==> config.mk <==
export PLATFORM = sky130hd
export DESIGN_NAME = addressable_led_frame_renderer
export DESIGN_NICKNAME = d
export VERILOG_FILES = /design/src/alfr_pkg.sv /design/src/alfr_led_store.sv /design/src/alfr_scaler.sv /design/src/alfr_serializer.sv /design/src/addressable_led_frame_renderer.sv
export SDC_FILE = /design/constraint.sdc
export NUM_CORES = 2
export LEC_CHECK = 0
export BUFFER_PORTS_ARGS = -buffer_cell sky130_fd_sc_hd__buf_2
export CAP_MARGIN = 30
export CORE_MARGIN = 4
export CORE_UTILIZATION = 30
export CTS_BUF_LIST = sky130_fd_sc_hd__clkbuf_2 sky130_fd_sc_hd__clkbuf_4 sky130_fd_sc_hd__clkbuf_8
export DETAILED_ROUTE_END_ITERATION = 12
export PLACE_DENSITY = 0.53
export SYNTH_ARGS = -nofsm -noshare
export SYNTH_HDL_FRONTEND = slang
export SYNTH_SLANG_ARGS = --single-unit
==> constraint.sdc <==
create_clock -name clock -period 4.3 [get_ports clock]
set_input_delay 0.86 -clock clock [delete_from_list [all_inputs] [get_ports clock]]
set_output_delay 0.86 -clock clock [all_outputs]
set_load 0.02 [all_outputs]
==> src/alfr_pkg.sv <==
// Shared types, constants and helper functions of the LED frame renderer.
package alfr_pkg;

   localparam int LED_COUNT_DEF  = 64;
   localparam int INDEX_W        = 6;
   localparam int INDEX_SPAN     = 1 << INDEX_W;
   localparam int LEVEL_W        = 8;
   localparam int MODE_W         = 2;
   localparam int TICK_W         = 10;
   localparam int REQ_W          = 2;
   localparam int CSR_INDEX_W    = 3;
   localparam int COLORS         = 3;
   localparam int BITS_PER_PIXEL = COLORS * LEVEL_W;
   localparam int BIT_CNT_W      = $clog2(BITS_PER_PIXEL);
   localparam int PROD_W         = 2 * LEVEL_W;
   localparam int FRAME_W        = 32;
   localparam int BLINK_HALF     = 20;
   localparam int PULSE_PERIOD   = 2 * BLINK_HALF;
   localparam int PULSE_ON       = 30;
   localparam int PHASE_W        = $clog2(PULSE_PERIOD);

   localparam logic [LEVEL_W-1:0] BRIGHTNESS_RST      = LEVEL_W'(255);
   localparam logic [TICK_W-1:0]  ONE_HIGH_TICKS_RST  = TICK_W'(110);
   localparam logic [TICK_W-1:0]  ONE_LOW_TICKS_RST   = TICK_W'(100);
   localparam logic [TICK_W-1:0]  ZERO_HIGH_TICKS_RST = TICK_W'(50);
   localparam logic [TICK_W-1:0]  ZERO_LOW_TICKS_RST  = TICK_W'(150);

   // request codes
   localparam logic [REQ_W-1:0] REQ_SET   = 2'd0;
   localparam logic [REQ_W-1:0] REQ_START = 2'd1;
   localparam logic [REQ_W-1:0] REQ_PIXEL = 2'd2;

   // display modes
   localparam logic [MODE_W-1:0] MODE_OFF   = 2'd0;
   localparam logic [MODE_W-1:0] MODE_ON    = 2'd1;
   localparam logic [MODE_W-1:0] MODE_BLINK = 2'd2;
   localparam logic [MODE_W-1:0] MODE_PULSE = 2'd3;

   // register indexes
   localparam logic [CSR_INDEX_W-1:0] CSR_BRIGHTNESS      = 3'd0;
   localparam logic [CSR_INDEX_W-1:0] CSR_ONE_HIGH_TICKS  = 3'd1;
   localparam logic [CSR_INDEX_W-1:0] CSR_ONE_LOW_TICKS   = 3'd2;
   localparam logic [CSR_INDEX_W-1:0] CSR_ZERO_HIGH_TICKS = 3'd3;
   localparam logic [CSR_INDEX_W-1:0] CSR_ZERO_LOW_TICKS  = 3'd4;

   typedef struct packed {
      logic [LEVEL_W-1:0] red;
      logic [LEVEL_W-1:0] green;
      logic [LEVEL_W-1:0] blue;
      logic [MODE_W-1:0]  mode;
   } entry_type;

   // lane 2 green, lane 1 red, lane 0 blue: flattened it is the wire order
   typedef logic [COLORS-1:0][LEVEL_W-1:0] pixel_type;

   typedef struct packed {
      logic [TICK_W-1:0] one_high;
      logic [TICK_W-1:0] one_low;
      logic [TICK_W-1:0] zero_high;
      logic [TICK_W-1:0] zero_low;
   } tick_cfg_type;

   // phase is the frame counter mod 40; blink lit while counter/20 is even
   function automatic logic lamp_lit(input logic [MODE_W-1:0]  mode,
                                     input logic [PHASE_W-1:0] phase);
      logic lit;
      unique case (mode)
         MODE_ON:    lit = 1'b1;
         MODE_BLINK: lit = (phase < PHASE_W'(BLINK_HALF));
         MODE_PULSE: lit = (phase < PHASE_W'(PULSE_ON));
         default:    lit = 1'b0;
      endcase
      return lit;
   endfunction

   // floor(p / 255) for any product of two 8-bit levels
   function automatic logic [LEVEL_W-1:0] div255(input logic [PROD_W-1:0] p);
      logic [PROD_W:0] s;
      s = {1'b0, p} + (PROD_W + 1)'(p >> LEVEL_W) + (PROD_W + 1)'(1);
      return s[LEVEL_W +: LEVEL_W];
   endfunction

endpackage

==> src/alfr_led_store.sv <==
// LED entry memory with per-entry valid bits and registered read port.
module alfr_led_store #(
   parameter int DEPTH  = alfr_pkg::LED_COUNT_DEF,
   parameter int ADDR_W = (DEPTH > 1) ? $clog2(DEPTH) : 1
) (
   input  logic                clock,
   input  logic                reset,
   input  logic                wr_en,
   input  logic [ADDR_W-1:0]   wr_addr,
   input  alfr_pkg::entry_type wr_entry,
   input  logic                rd_en,
   input  logic                rd_hit,
   input  logic [ADDR_W-1:0]   rd_addr,
   output alfr_pkg::entry_type rd_entry
);
   import alfr_pkg::*;

   entry_type        mem_ff [DEPTH];
   entry_type        rd_entry_ff;
   logic [DEPTH-1:0] valid_ff, valid_in;
   logic             rd_valid_ff, rd_valid_in;

   always_comb begin
      valid_in = valid_ff;
      if (wr_en) begin
         valid_in[wr_addr] = 1'b1;
      end
   end

   always_comb begin
      rd_valid_in = rd_valid_ff;
      if (rd_en) begin
         rd_valid_in = rd_hit & valid_ff[rd_addr];
      end
   end

   always_ff @(posedge clock) begin
      if (reset) begin
         valid_ff    <= '0;
         rd_valid_ff <= 1'b0;
      end else begin
         valid_ff    <= valid_in;
         rd_valid_ff <= rd_valid_in;
      end
   end

   always_ff @(posedge clock) begin
      if (wr_en) begin
         mem_ff[wr_addr] <= wr_entry;
      end
      if (rd_en) begin
         rd_entry_ff <= mem_ff[rd_addr];
      end
   end

   // never-written entry reads as zero levels, mode off
   assign rd_entry = rd_valid_ff ? rd_entry_ff : '0;

endmodule

==> src/alfr_scaler.sv <==
// Bit-serial brightness scaler for the three color lanes.
module alfr_scaler (
   input  logic                         clock,
   input  logic                         reset,
   input  logic                         start,
   input  alfr_pkg::pixel_type          levels,
   input  logic [alfr_pkg::LEVEL_W-1:0] brightness,
   output logic                         done,
   output alfr_pkg::pixel_type          word
);
   import alfr_pkg::*;

   localparam int CNT_W = $clog2(LEVEL_W + 1);

   logic                busy_ff, busy_in;
   logic                done_ff, done_in;
   logic [CNT_W-1:0]    cnt_ff, cnt_in;
   logic [LEVEL_W-1:0]  mult_ff, mult_in;
   pixel_type           level_ff, level_in;
   pixel_type           word_ff, word_in;
   logic [PROD_W-1:0]   acc_ff [COLORS];
   logic [PROD_W-1:0]   acc_in [COLORS];

   // MSB-first shift-add: one brightness bit per cycle, then divide by 255
   always_comb begin
      busy_in  = busy_ff;
      done_in  = 1'b0;
      cnt_in   = cnt_ff;
      mult_in  = mult_ff;
      level_in = level_ff;
      word_in  = word_ff;
      acc_in   = acc_ff;
      if (start) begin
         busy_in  = 1'b1;
         cnt_in   = CNT_W'(LEVEL_W);
         mult_in  = brightness;
         level_in = levels;
         for (int c = 0; c < COLORS; c++) begin
            acc_in[c] = '0;
         end
      end else if (busy_ff) begin
         if (cnt_ff != '0) begin
            for (int c = 0; c < COLORS; c++) begin
               acc_in[c] = (acc_ff[c] << 1)
                         + (mult_ff[LEVEL_W-1] ? PROD_W'(level_ff[c]) : '0);
            end
            mult_in = mult_ff << 1;
            cnt_in  = cnt_ff - CNT_W'(1);
         end else begin
            for (int c = 0; c < COLORS; c++) begin
               word_in[c] = div255(acc_ff[c]);
            end
            done_in = 1'b1;
            busy_in = 1'b0;
         end
      end
   end

   always_ff @(posedge clock) begin
      if (reset) begin
         busy_ff <= 1'b0;
         done_ff <= 1'b0;
         cnt_ff  <= '0;
      end else begin
         busy_ff <= busy_in;
         done_ff <= done_in;
         cnt_ff  <= cnt_in;
      end
   end

   always_ff @(posedge clock) begin
      mult_ff  <= mult_in;
      level_ff <= level_in;
      word_ff  <= word_in;
      acc_ff   <= acc_in;
   end

   assign done = done_ff;
   assign word = word_ff;

endmodule

==> src/alfr_serializer.sv <==
// 24-bit output shift register that hands out one data bit per item.
module alfr_serializer (
   input  logic                        clock,
   input  logic                        reset,
   input  logic                        load,
   input  alfr_pkg::pixel_type         load_word,
   input  logic                        load_last_led,
   input  alfr_pkg::tick_cfg_type      ticks,
   output logic                        rsp_valid,
   input  logic                        rsp_ready,
   output logic                        rsp_bit_value,
   output logic [alfr_pkg::TICK_W-1:0] rsp_high_width,
   output logic [alfr_pkg::TICK_W-1:0] rsp_low_width,
   output logic                        rsp_pixel_end,
   output logic                        rsp_frame_end,
   output logic                        done
);
   import alfr_pkg::*;

   logic [BITS_PER_PIXEL-1:0] shift_ff, shift_in;
   logic [BIT_CNT_W-1:0]      cnt_ff, cnt_in;
   logic                      busy_ff, busy_in;
   logic                      last_led_ff, last_led_in;
   logic                      accept;
   logic                      last_bit;

   assign accept   = busy_ff & rsp_ready;
   assign last_bit = (cnt_ff == BIT_CNT_W'(BITS_PER_PIXEL - 1));

   always_comb begin
      shift_in    = shift_ff;
      cnt_in      = cnt_ff;
      busy_in     = busy_ff;
      last_led_in = last_led_ff;
      if (load) begin
         shift_in    = load_word;
         cnt_in      = '0;
         busy_in     = 1'b1;
         last_led_in = load_last_led;
      end else if (accept) begin
         if (last_bit) begin
            busy_in = 1'b0;
         end else begin
            shift_in = shift_ff << 1;
            cnt_in   = cnt_ff + BIT_CNT_W'(1);
         end
      end
   end

   always_ff @(posedge clock) begin
      if (reset) begin
         busy_ff <= 1'b0;
         cnt_ff  <= '0;
      end else begin
         busy_ff <= busy_in;
         cnt_ff  <= cnt_in;
      end
   end

   always_ff @(posedge clock) begin
      shift_ff    <= shift_in;
      last_led_ff <= last_led_in;
   end

   assign rsp_valid      = busy_ff;
   assign rsp_bit_value  = shift_ff[BITS_PER_PIXEL-1];
   assign rsp_high_width = rsp_bit_value ? ticks.one_high : ticks.zero_high;
   assign rsp_low_width  = rsp_bit_value ? ticks.one_low : ticks.zero_low;
   assign rsp_pixel_end  = last_bit;
   assign rsp_frame_end  = last_bit & last_led_ff;
   assign done           = accept & last_bit;

endmodule

==> src/addressable_led_frame_renderer.sv <==
// Addressable LED frame renderer: entry store, frame timing, scaling, bit serializer.
// Set, start-frame and idle requests produce no items. A pixel request runs a
// store read, the serial scaler (one step per brightness bit, then the divide by
// 255), a load of the 24-bit output shift register, then 24 output items at one per
// cycle while rsp_ready is high. Synchronous reset clears all entries at once.
module addressable_led_frame_renderer #(
   parameter int LED_COUNT = alfr_pkg::LED_COUNT_DEF
) (
   input  logic                             clock,
   input  logic                             reset,
   // request channel
   input  logic                             req_valid,
   output logic                             req_ready,
   input  logic [alfr_pkg::REQ_W-1:0]       req_type,
   input  logic [alfr_pkg::INDEX_W-1:0]     req_led_index,
   input  logic [alfr_pkg::LEVEL_W-1:0]     req_red_in,
   input  logic [alfr_pkg::LEVEL_W-1:0]     req_green_in,
   input  logic [alfr_pkg::LEVEL_W-1:0]     req_blue_in,
   input  logic [alfr_pkg::MODE_W-1:0]      req_entry_mode,
   // result channel
   output logic                             rsp_valid,
   input  logic                             rsp_ready,
   output logic                             rsp_bit_value,
   output logic [alfr_pkg::TICK_W-1:0]      rsp_high_width,
   output logic [alfr_pkg::TICK_W-1:0]      rsp_low_width,
   output logic                             rsp_pixel_end,
   output logic                             rsp_frame_end,
   // register write channel
   input  logic                             csr_valid,
   output logic                             csr_ready,
   input  logic [alfr_pkg::CSR_INDEX_W-1:0] csr_index,
   input  logic [alfr_pkg::TICK_W-1:0]      csr_data
);
   import alfr_pkg::*;

   // entries past the reach of the 6-bit index are never written: keep no storage
   localparam int STORE_DEPTH = (LED_COUNT < INDEX_SPAN) ? LED_COUNT : INDEX_SPAN;
   localparam int STORE_AW    = (STORE_DEPTH > 1) ? $clog2(STORE_DEPTH) : 1;
   localparam int PTR_W       = $clog2(LED_COUNT + 1);

   typedef enum logic [3:0] {
      ST_IDLE  = 4'b0001,
      ST_READ  = 4'b0010,
      ST_SCALE = 4'b0100,
      ST_SEND  = 4'b1000
   } state_type;

   state_type          state_ff, state_in;
   logic [PTR_W-1:0]   ptr_ff, ptr_in;
   logic [FRAME_W-1:0] frame_ff, frame_in;
   logic [PHASE_W-1:0] phase_ff, phase_in;
   logic               last_led_ff, last_led_in;

   logic [LEVEL_W-1:0] brightness_ff, brightness_in;
   tick_cfg_type       ticks_ff, ticks_in;

   logic               req_accept;
   logic               csr_accept;
   logic               pixel_avail;

   logic               wr_en;
   entry_type          wr_entry;
   logic               rd_en;
   logic               rd_hit;
   entry_type          rd_entry;

   logic               scl_start;
   pixel_type          scl_levels;
   logic               scl_done;
   pixel_type          scl_word;

   logic               ser_load;
   logic               ser_done;

   // Handshakes: requests only while no pixel is in flight; registers any time.
   assign req_ready   = (state_ff == ST_IDLE);
   assign req_accept  = req_valid & req_ready;
   assign csr_ready   = 1'b1;
   assign csr_accept  = csr_valid & csr_ready;
   assign pixel_avail = (ptr_ff < PTR_W'(LED_COUNT));

   // Set request: drop it when the index is beyond the LED count.
   assign wr_en = req_accept && (req_type == REQ_SET)
                  && (int'(req_led_index) < LED_COUNT);
   always_comb begin
      wr_entry.red   = req_red_in;
      wr_entry.green = req_green_in;
      wr_entry.blue  = req_blue_in;
      wr_entry.mode  = req_entry_mode;
   end

   // Pixel request: read the entry under the pointer; past the store it reads as off.
   assign rd_en  = req_accept && (req_type == REQ_PIXEL) && pixel_avail;
   assign rd_hit = (ptr_ff < PTR_W'(STORE_DEPTH));

   // Unlit entries feed zero levels so the scaler yields an all-zero word.
   always_comb begin
      if (lamp_lit(rd_entry.mode, phase_ff)) begin
         scl_levels[2] = rd_entry.green;
         scl_levels[1] = rd_entry.red;
         scl_levels[0] = rd_entry.blue;
      end else begin
         scl_levels = '0;
      end
   end

   // Sequencer: one item at a time, pixel work runs read, scale, send.
   always_comb begin
      state_in    = state_ff;
      ptr_in      = ptr_ff;
      frame_in    = frame_ff;
      phase_in    = phase_ff;
      last_led_in = last_led_ff;
      scl_start   = 1'b0;
      ser_load    = 1'b0;
      unique case (state_ff)
         ST_IDLE: begin
            if (req_accept) begin
               unique case (req_type)
                  REQ_START: begin
                     // advance the frame counter; keep its phase mod 40 in step,
                     // including the wrap of the 32-bit count
                     frame_in = frame_ff + FRAME_W'(1);
                     if ((frame_ff == '1) || (phase_ff == PHASE_W'(PULSE_PERIOD - 1))) begin
                        phase_in = '0;
                     end else begin
                        phase_in = phase_ff + PHASE_W'(1);
                     end
                     ptr_in = '0;
                  end
                  REQ_PIXEL: begin
                     if (pixel_avail) begin
                        last_led_in = (ptr_ff == PTR_W'(LED_COUNT - 1));
                        ptr_in      = ptr_ff + PTR_W'(1);
                        state_in    = ST_READ;
                     end
                  end
                  default: begin
                     // set handled by the store write; unused code does nothing
                  end
               endcase
            end
         end
         ST_READ: begin
            scl_start = 1'b1;
            state_in  = ST_SCALE;
         end
         ST_SCALE: begin
            if (scl_done) begin
               ser_load = 1'b1;
               state_in = ST_SEND;
            end
         end
         ST_SEND: begin
            if (ser_done) begin
               state_in = ST_IDLE;
            end
         end
         default: begin
            state_in = ST_IDLE;
         end
      endcase
   end

   // Register writes; an index past the list is ignored.
   always_comb begin
      brightness_in = brightness_ff;
      ticks_in      = ticks_ff;
      if (csr_accept) begin
         unique case (csr_index)
            CSR_BRIGHTNESS:      brightness_in      = csr_data[LEVEL_W-1:0];
            CSR_ONE_HIGH_TICKS:  ticks_in.one_high  = csr_data;
            CSR_ONE_LOW_TICKS:   ticks_in.one_low   = csr_data;
            CSR_ZERO_HIGH_TICKS: ticks_in.zero_high = csr_data;
            CSR_ZERO_LOW_TICKS:  ticks_in.zero_low  = csr_data;
            default: begin
            end
         endcase
      end
   end

   always_ff @(posedge clock) begin
      if (reset) begin
         state_ff           <= ST_IDLE;
         ptr_ff             <= '0;
         frame_ff           <= '0;
         phase_ff           <= '0;
         last_led_ff        <= 1'b0;
         brightness_ff      <= BRIGHTNESS_RST;
         ticks_ff.one_high  <= ONE_HIGH_TICKS_RST;
         ticks_ff.one_low   <= ONE_LOW_TICKS_RST;
         ticks_ff.zero_high <= ZERO_HIGH_TICKS_RST;
         ticks_ff.zero_low  <= ZERO_LOW_TICKS_RST;
      end else begin
         state_ff      <= state_in;
         ptr_ff        <= ptr_in;
         frame_ff      <= frame_in;
         phase_ff      <= phase_in;
         last_led_ff   <= last_led_in;
         brightness_ff <= brightness_in;
         ticks_ff      <= ticks_in;
      end
   end

   alfr_led_store #(
      .DEPTH  (STORE_DEPTH),
      .ADDR_W (STORE_AW)
   ) u_store (
      .clock    (clock),
      .reset    (reset),
      .wr_en    (wr_en),
      .wr_addr  (req_led_index[STORE_AW-1:0]),
      .wr_entry (wr_entry),
      .rd_en    (rd_en),
      .rd_hit   (rd_hit),
      .rd_addr  (ptr_ff[STORE_AW-1:0]),
      .rd_entry (rd_entry)
   );

   alfr_scaler u_scaler (
      .clock      (clock),
      .reset      (reset),
      .start      (scl_start),
      .levels     (scl_levels),
      .brightness (brightness_ff),
      .done       (scl_done),
      .word       (scl_word)
   );

   alfr_serializer u_serializer (
      .clock          (clock),
      .reset          (reset),
      .load           (ser_load),
      .load_word      (scl_word),
      .load_last_led  (last_led_ff),
      .ticks          (ticks_ff),
      .rsp_valid      (rsp_valid),
      .rsp_ready      (rsp_ready),
      .rsp_bit_value  (rsp_bit_value),
      .rsp_high_width (rsp_high_width),
      .rsp_low_width  (rsp_low_width),
      .rsp_pixel_end  (rsp_pixel_end),
      .rsp_frame_end  (rsp_frame_end),
      .done           (ser_done)
   );

endmodule

==> summary.md <==
| Metric | Value |
|---|---|
| Run status | complete, no violations |
| Final Max Tran Viols | 0 |
| Adder-Cell Fraction of Synth Area | less than 1% |
| Crit path cell chain | buf_12 > mux4_2 > mux4_2 > a22oi_1 > nand2_1 |
| CP max stage cell | dfxtp_4 |
| FMAX | a little under 300 MHz |
| Yosys cell types | 58 |
| Nets@finish | 4512 |
| Pin count of the biggest net entering global routing | 88 |
| CP Capture Type | flop |
| R2R depth | 5 |
| RSZ-0062 raised after global routing | false |
| Final worst-path cycle share | between 80% and 90% |
| RR Startpoint | ptr_ff[0] |
| Syn Nets | 4095 |
| Die width | just over 500 um |
| Clk sink count | ~2000 |
| GRT met3 Usage | 3.514% |
| H-tree levels | 5 |
| Gr busiest metal | met2 |
| Drt via density | 4.943 |
| Ys async rst share | 0% |
| Met1 usage in global routing | a little over a fifth |
| Critical path arrival | between 4 and 5 ns |
| Syn. warnings | 0 |
| Total grt overflow | 0 |
| Pwr dens | between 400 and 500 mW/mm2 |
| Largest family of logic cells by synthesized area | multiplexers |
| Max-Slew Margin vs Limit | about 30% |
| DRT Pass-1 Iters | 5 |
| Simple-gate share of the synthesized area | about 4.7% |
| Reg clk slew, reported paths | roughly 0.06 ns |
| Die area | roughly 0.27 mm2 |
| Max-cap viol count | 0 |
| Worst Clk Skew | between 0.08 and 0.09 ns |
| Final setup margin | 0.8397 ns |
| Final setup fails | 0 |
| Maximum buffer depth of the clock tree | 4 |
| Setup crit start kind | flop |
| First-pass GRT wire length | just under 300000 um |
| CTS tree | built |
| Number of cell rows | between 150 and 200 |
| Cell count after synthesis | 3993 |
| Num ports | 78 |
| Synth Register Bits | roughly 2000 |
| Worst-Skew Late Latency | 1.05 ns |
| Critical path class | reg -> reg |
| Grt met2 use | between 20% and 30% |
| Worst vdd ir | 0.3048 mV |
| Hold Path Stages | 3 |
| Register area share after synthesis | approximately 74% |
| Cell mode on critical path | mux4_2 |
| Routed vias | around 40000 |
| TNS Setup | 0 ns |
| Leak Pwr | 28.57 nW |
| Largest stage delay, worst path | 0.72 ns |
| Place WS | between 0.9 and 1 ns |
| Residual DRC count | 0 |
| Wire per inst | about 26 um |
| Post-synthesis mux area share | about 16% |
| ANT nets after route | 0 |
| Share of layout cells above drive strength 1 | around 31% |
| Synthesized area per cell | roughly 20 um2 |
| Min-Delay Startpoint | csr_data[8] |
| Hold Vio Cnt, Final | 0 |
| Post-synthesis xor/xnor area fraction | 1.095% |
| GP Congestion | just under 0.8 |
| Die Height | a little over 500 um |
| Vias in the first global route | 40690 |
| Post-detail-place hpwl | approximately 120000 um |
| Hold EP | ticks_ff[38] |
| Min Tclk post-route | ~3.5 ns |
| Layout area overhead | 17.57% |
| Clock root buffer | clkbuf_8 |
| WP data required | ~5.0 ns |
| Worst Hold Class | in -> reg |
| Reg2reg end | u_store.rd_entry_ff[17] |
| # Post-CTS Setup Buffers | 0 |
| Area of the multi-input gates | 0.01958 mm2 |
| Post-synth EDFFs | around 1800 |
| Worst hold margin | between 0.15 and 0.2 ns |
| 1st-iter DRT viols | a little under 4000 |
| Hold-fix buffers, CTS | 0 |
| CP max FO | 38 |
| Register area | around 0.058 mm2 |
| Fill cell count | approximately 24000 |
| Core ar. | around 0.26 mm2 |
| Reg2Reg Setup Slack | roughly 0.84 ns |
| Final Routed Wirelength | between 200000 and 250000 um |
| Initial antenna violation count | 31 |
| Num CTS Buffers | around 340 |
| Global Route Usage Sum | about 15% |
| PortBufs | 76 |
| Main synth FF type | edfxtp_1 |
| Total Power | ~40 mW |
| Post-CTS resize count | 0 |
| Initial core utilization | between 30% and 40% |
| Compound-Gate Fraction of Synth Area | under 10% |
| Worst Max-Slew Pin Slew | 1.051 ns |
| Mapped Area | between 0.07 and 0.08 mm2 |
[layout by cell type, fill, tap and decap left out, drive strengths merged, types with 5 or more instances in the layout]
master	n
clkbuf	479
mux2	21
mux2i	7
inv	20
nand2b	13
nand4	13
nor2	271
nor3	18
mux4	537
and3	17
nand2	308
nand3b	28
buf	284
nand3	39
o21ai	49
and4	5
a21oi	110
ha	47
a21o	6
o21bai	6
clkinv	89
edfxtp	1771
clkinvlp	9
dfxtp	223
o21a	6
diode	15
xor2	48
xnor2	49
or3	15
and2	52
a22oi	53
nor2b	12
[worst max-delay path, delay by kind of cell, from the launching register on]
kind / cells / cell delay, ns
compound gates: 1 / 0.62
buf+inv: 1 / 0.39
flops: 1 / 0.72
mux: 2 / 1.16
simple gates: 1 / 0.23
[where the power goes]
group          switching, mW  leakage, nW  internal (mW)
sequential             0.144         17.7           21.2
clock                   7.51         3.41           8.98
combinational          0.902         7.44          0.590
total                   8.56         28.6           30.7
[kinds of logic (layout without fill, tap and decap cells)]
group	count (synthesis)	after routing
AOI/OAI and AO/OA	256	256
xor gates and xnor gates	97	97
adders and majority gates	50	50
buffers and inverters	222	885
DFF	1994	1994
muxes	565	565
other	1	16
and+or+nand+nor	808	808
[routing by layer]
metal,part of all wire [%],routed length [um]
met1,43,88640
met4,2.3,4709
met2,47,97600
met3,7.2,14830
met5,0.018,38
[worst max-delay path by stage]
stage                         startpoint                       to  slack [ns]  cells past startpoint
3_5_place_dp                   ptr_ff[0]  u_store.rd_entry_ff[17]        0.90                      5
4_1_cts        u_serializer.shift_ff[23]         rsp_low_width[7]        0.69                      2
3_3_place_gp                   ptr_ff[0]  u_store.rd_entry_ff[17]        0.89                      5
5_1_grt        u_serializer.shift_ff[23]         rsp_low_width[0]        0.67                      2
6_report                       ptr_ff[0]  u_store.rd_entry_ff[17]        0.84                      5
2_1_floorplan                req_type[0]      u_store.rd_valid_ff        0.67                      6
[sequential cells by signal, indices dropped and copies added, names as in the netlist, 4 cells and up]
signal,count
u_store.mem_ff,1664
u_store.rd_entry_ff,26
frame_ff,32
ticks_ff,40
u_scaler.level_ff,24
u_serializer.cnt_ff,5
u_serializer.shift_ff,24
u_scaler.acc_ff,48
phase_ff,6
u_scaler.cnt_ff,4
u_scaler.mult_ff,8
state_ff,4
brightness_ff,8
u_scaler.word,24
ptr_ff,7
u_store.valid_ff,64
[final cells by class]
type                    instances  area share (%)
diodes                         15         0.04116
well taps                    3384           4.642
inverters                      18         0.08231
multi-input cells            1777           21.47
clock buffers                 479           6.433
flip-flops and latches       1994           63.22
clock inverters               104          0.6283
repair buffers                284           3.483
[cell usage after synthesis (2+ instances only)]
| master | number | area [um2] |
|---|---|---|
| a2111oi_0 | 2 | 17.52 |
| nor2_1 | 271 | 1017 |
| nor2b_1 | 12 | 75.07 |
| nand2b_1 | 13 | 81.33 |
| xor2_1 | 48 | 420.4 |
| mux4_2 | 537 | 12090 |
| nand3b_1 | 28 | 210.2 |
| inv_2 | 2 | 7.510 |
| clkbuf_1 | 143 | 536.8 |
| edfxtp_1 | 1771 | 53180 |
| a31oi_1 | 4 | 25.02 |
| a21oi_1 | 110 | 550.5 |
| or3_1 | 15 | 93.84 |
| and2_1 | 52 | 325.3 |
| or3b_2 | 2 | 17.52 |
| o2111ai_1 | 2 | 17.52 |
| o21bai_1 | 6 | 45.04 |
| o31ai_1 | 3 | 22.52 |
| inv_1 | 16 | 60.06 |
| fa_1 | 3 | 60.06 |
| nor4_1 | 4 | 25.02 |
| o21a_1 | 6 | 45.04 |
| and3b_1 | 2 | 17.52 |
| o211ai_1 | 4 | 30.03 |
| xnor2_1 | 49 | 429.2 |
| mux2_2 | 21 | 236.5 |
| a211oi_1 | 4 | 30.03 |
| buf_1 | 39 | 146.4 |
| and4_1 | 5 | 43.79 |
| nand4_1 | 13 | 81.33 |
| dfxtp_1 | 223 | 4464 |
| ha_1 | 47 | 588.1 |
| o21ai_0 | 49 | 245.2 |
| nand3_1 | 39 | 195.2 |
| nor3b_1 | 3 | 22.52 |
| a22oi_1 | 53 | 397.9 |
| mux2i_1 | 7 | 70.07 |
| o211a_1 | 3 | 30.03 |
| nor3_1 | 17 | 85.08 |
| a21o_1 | 6 | 45.04 |
| buf_2 | 20 | 100.1 |
| and3_1 | 17 | 106.4 |
| nand2_1 | 307 | 1152 |
[stage by stage]
stage | cells | util (%) | instance area [um2]
final | 8055 | 35.47 | 91200
after global routing | 8048 | 35.46 | 91190
after CTS | 8038 | 35.44 | 91130
after detailed placement | 7455 | 32.93 | 84690
after global placement | 7446 | 32.87 | 84540
after floorplan | 3993 | - | 77570
Power figures use the tool's default switching activity.
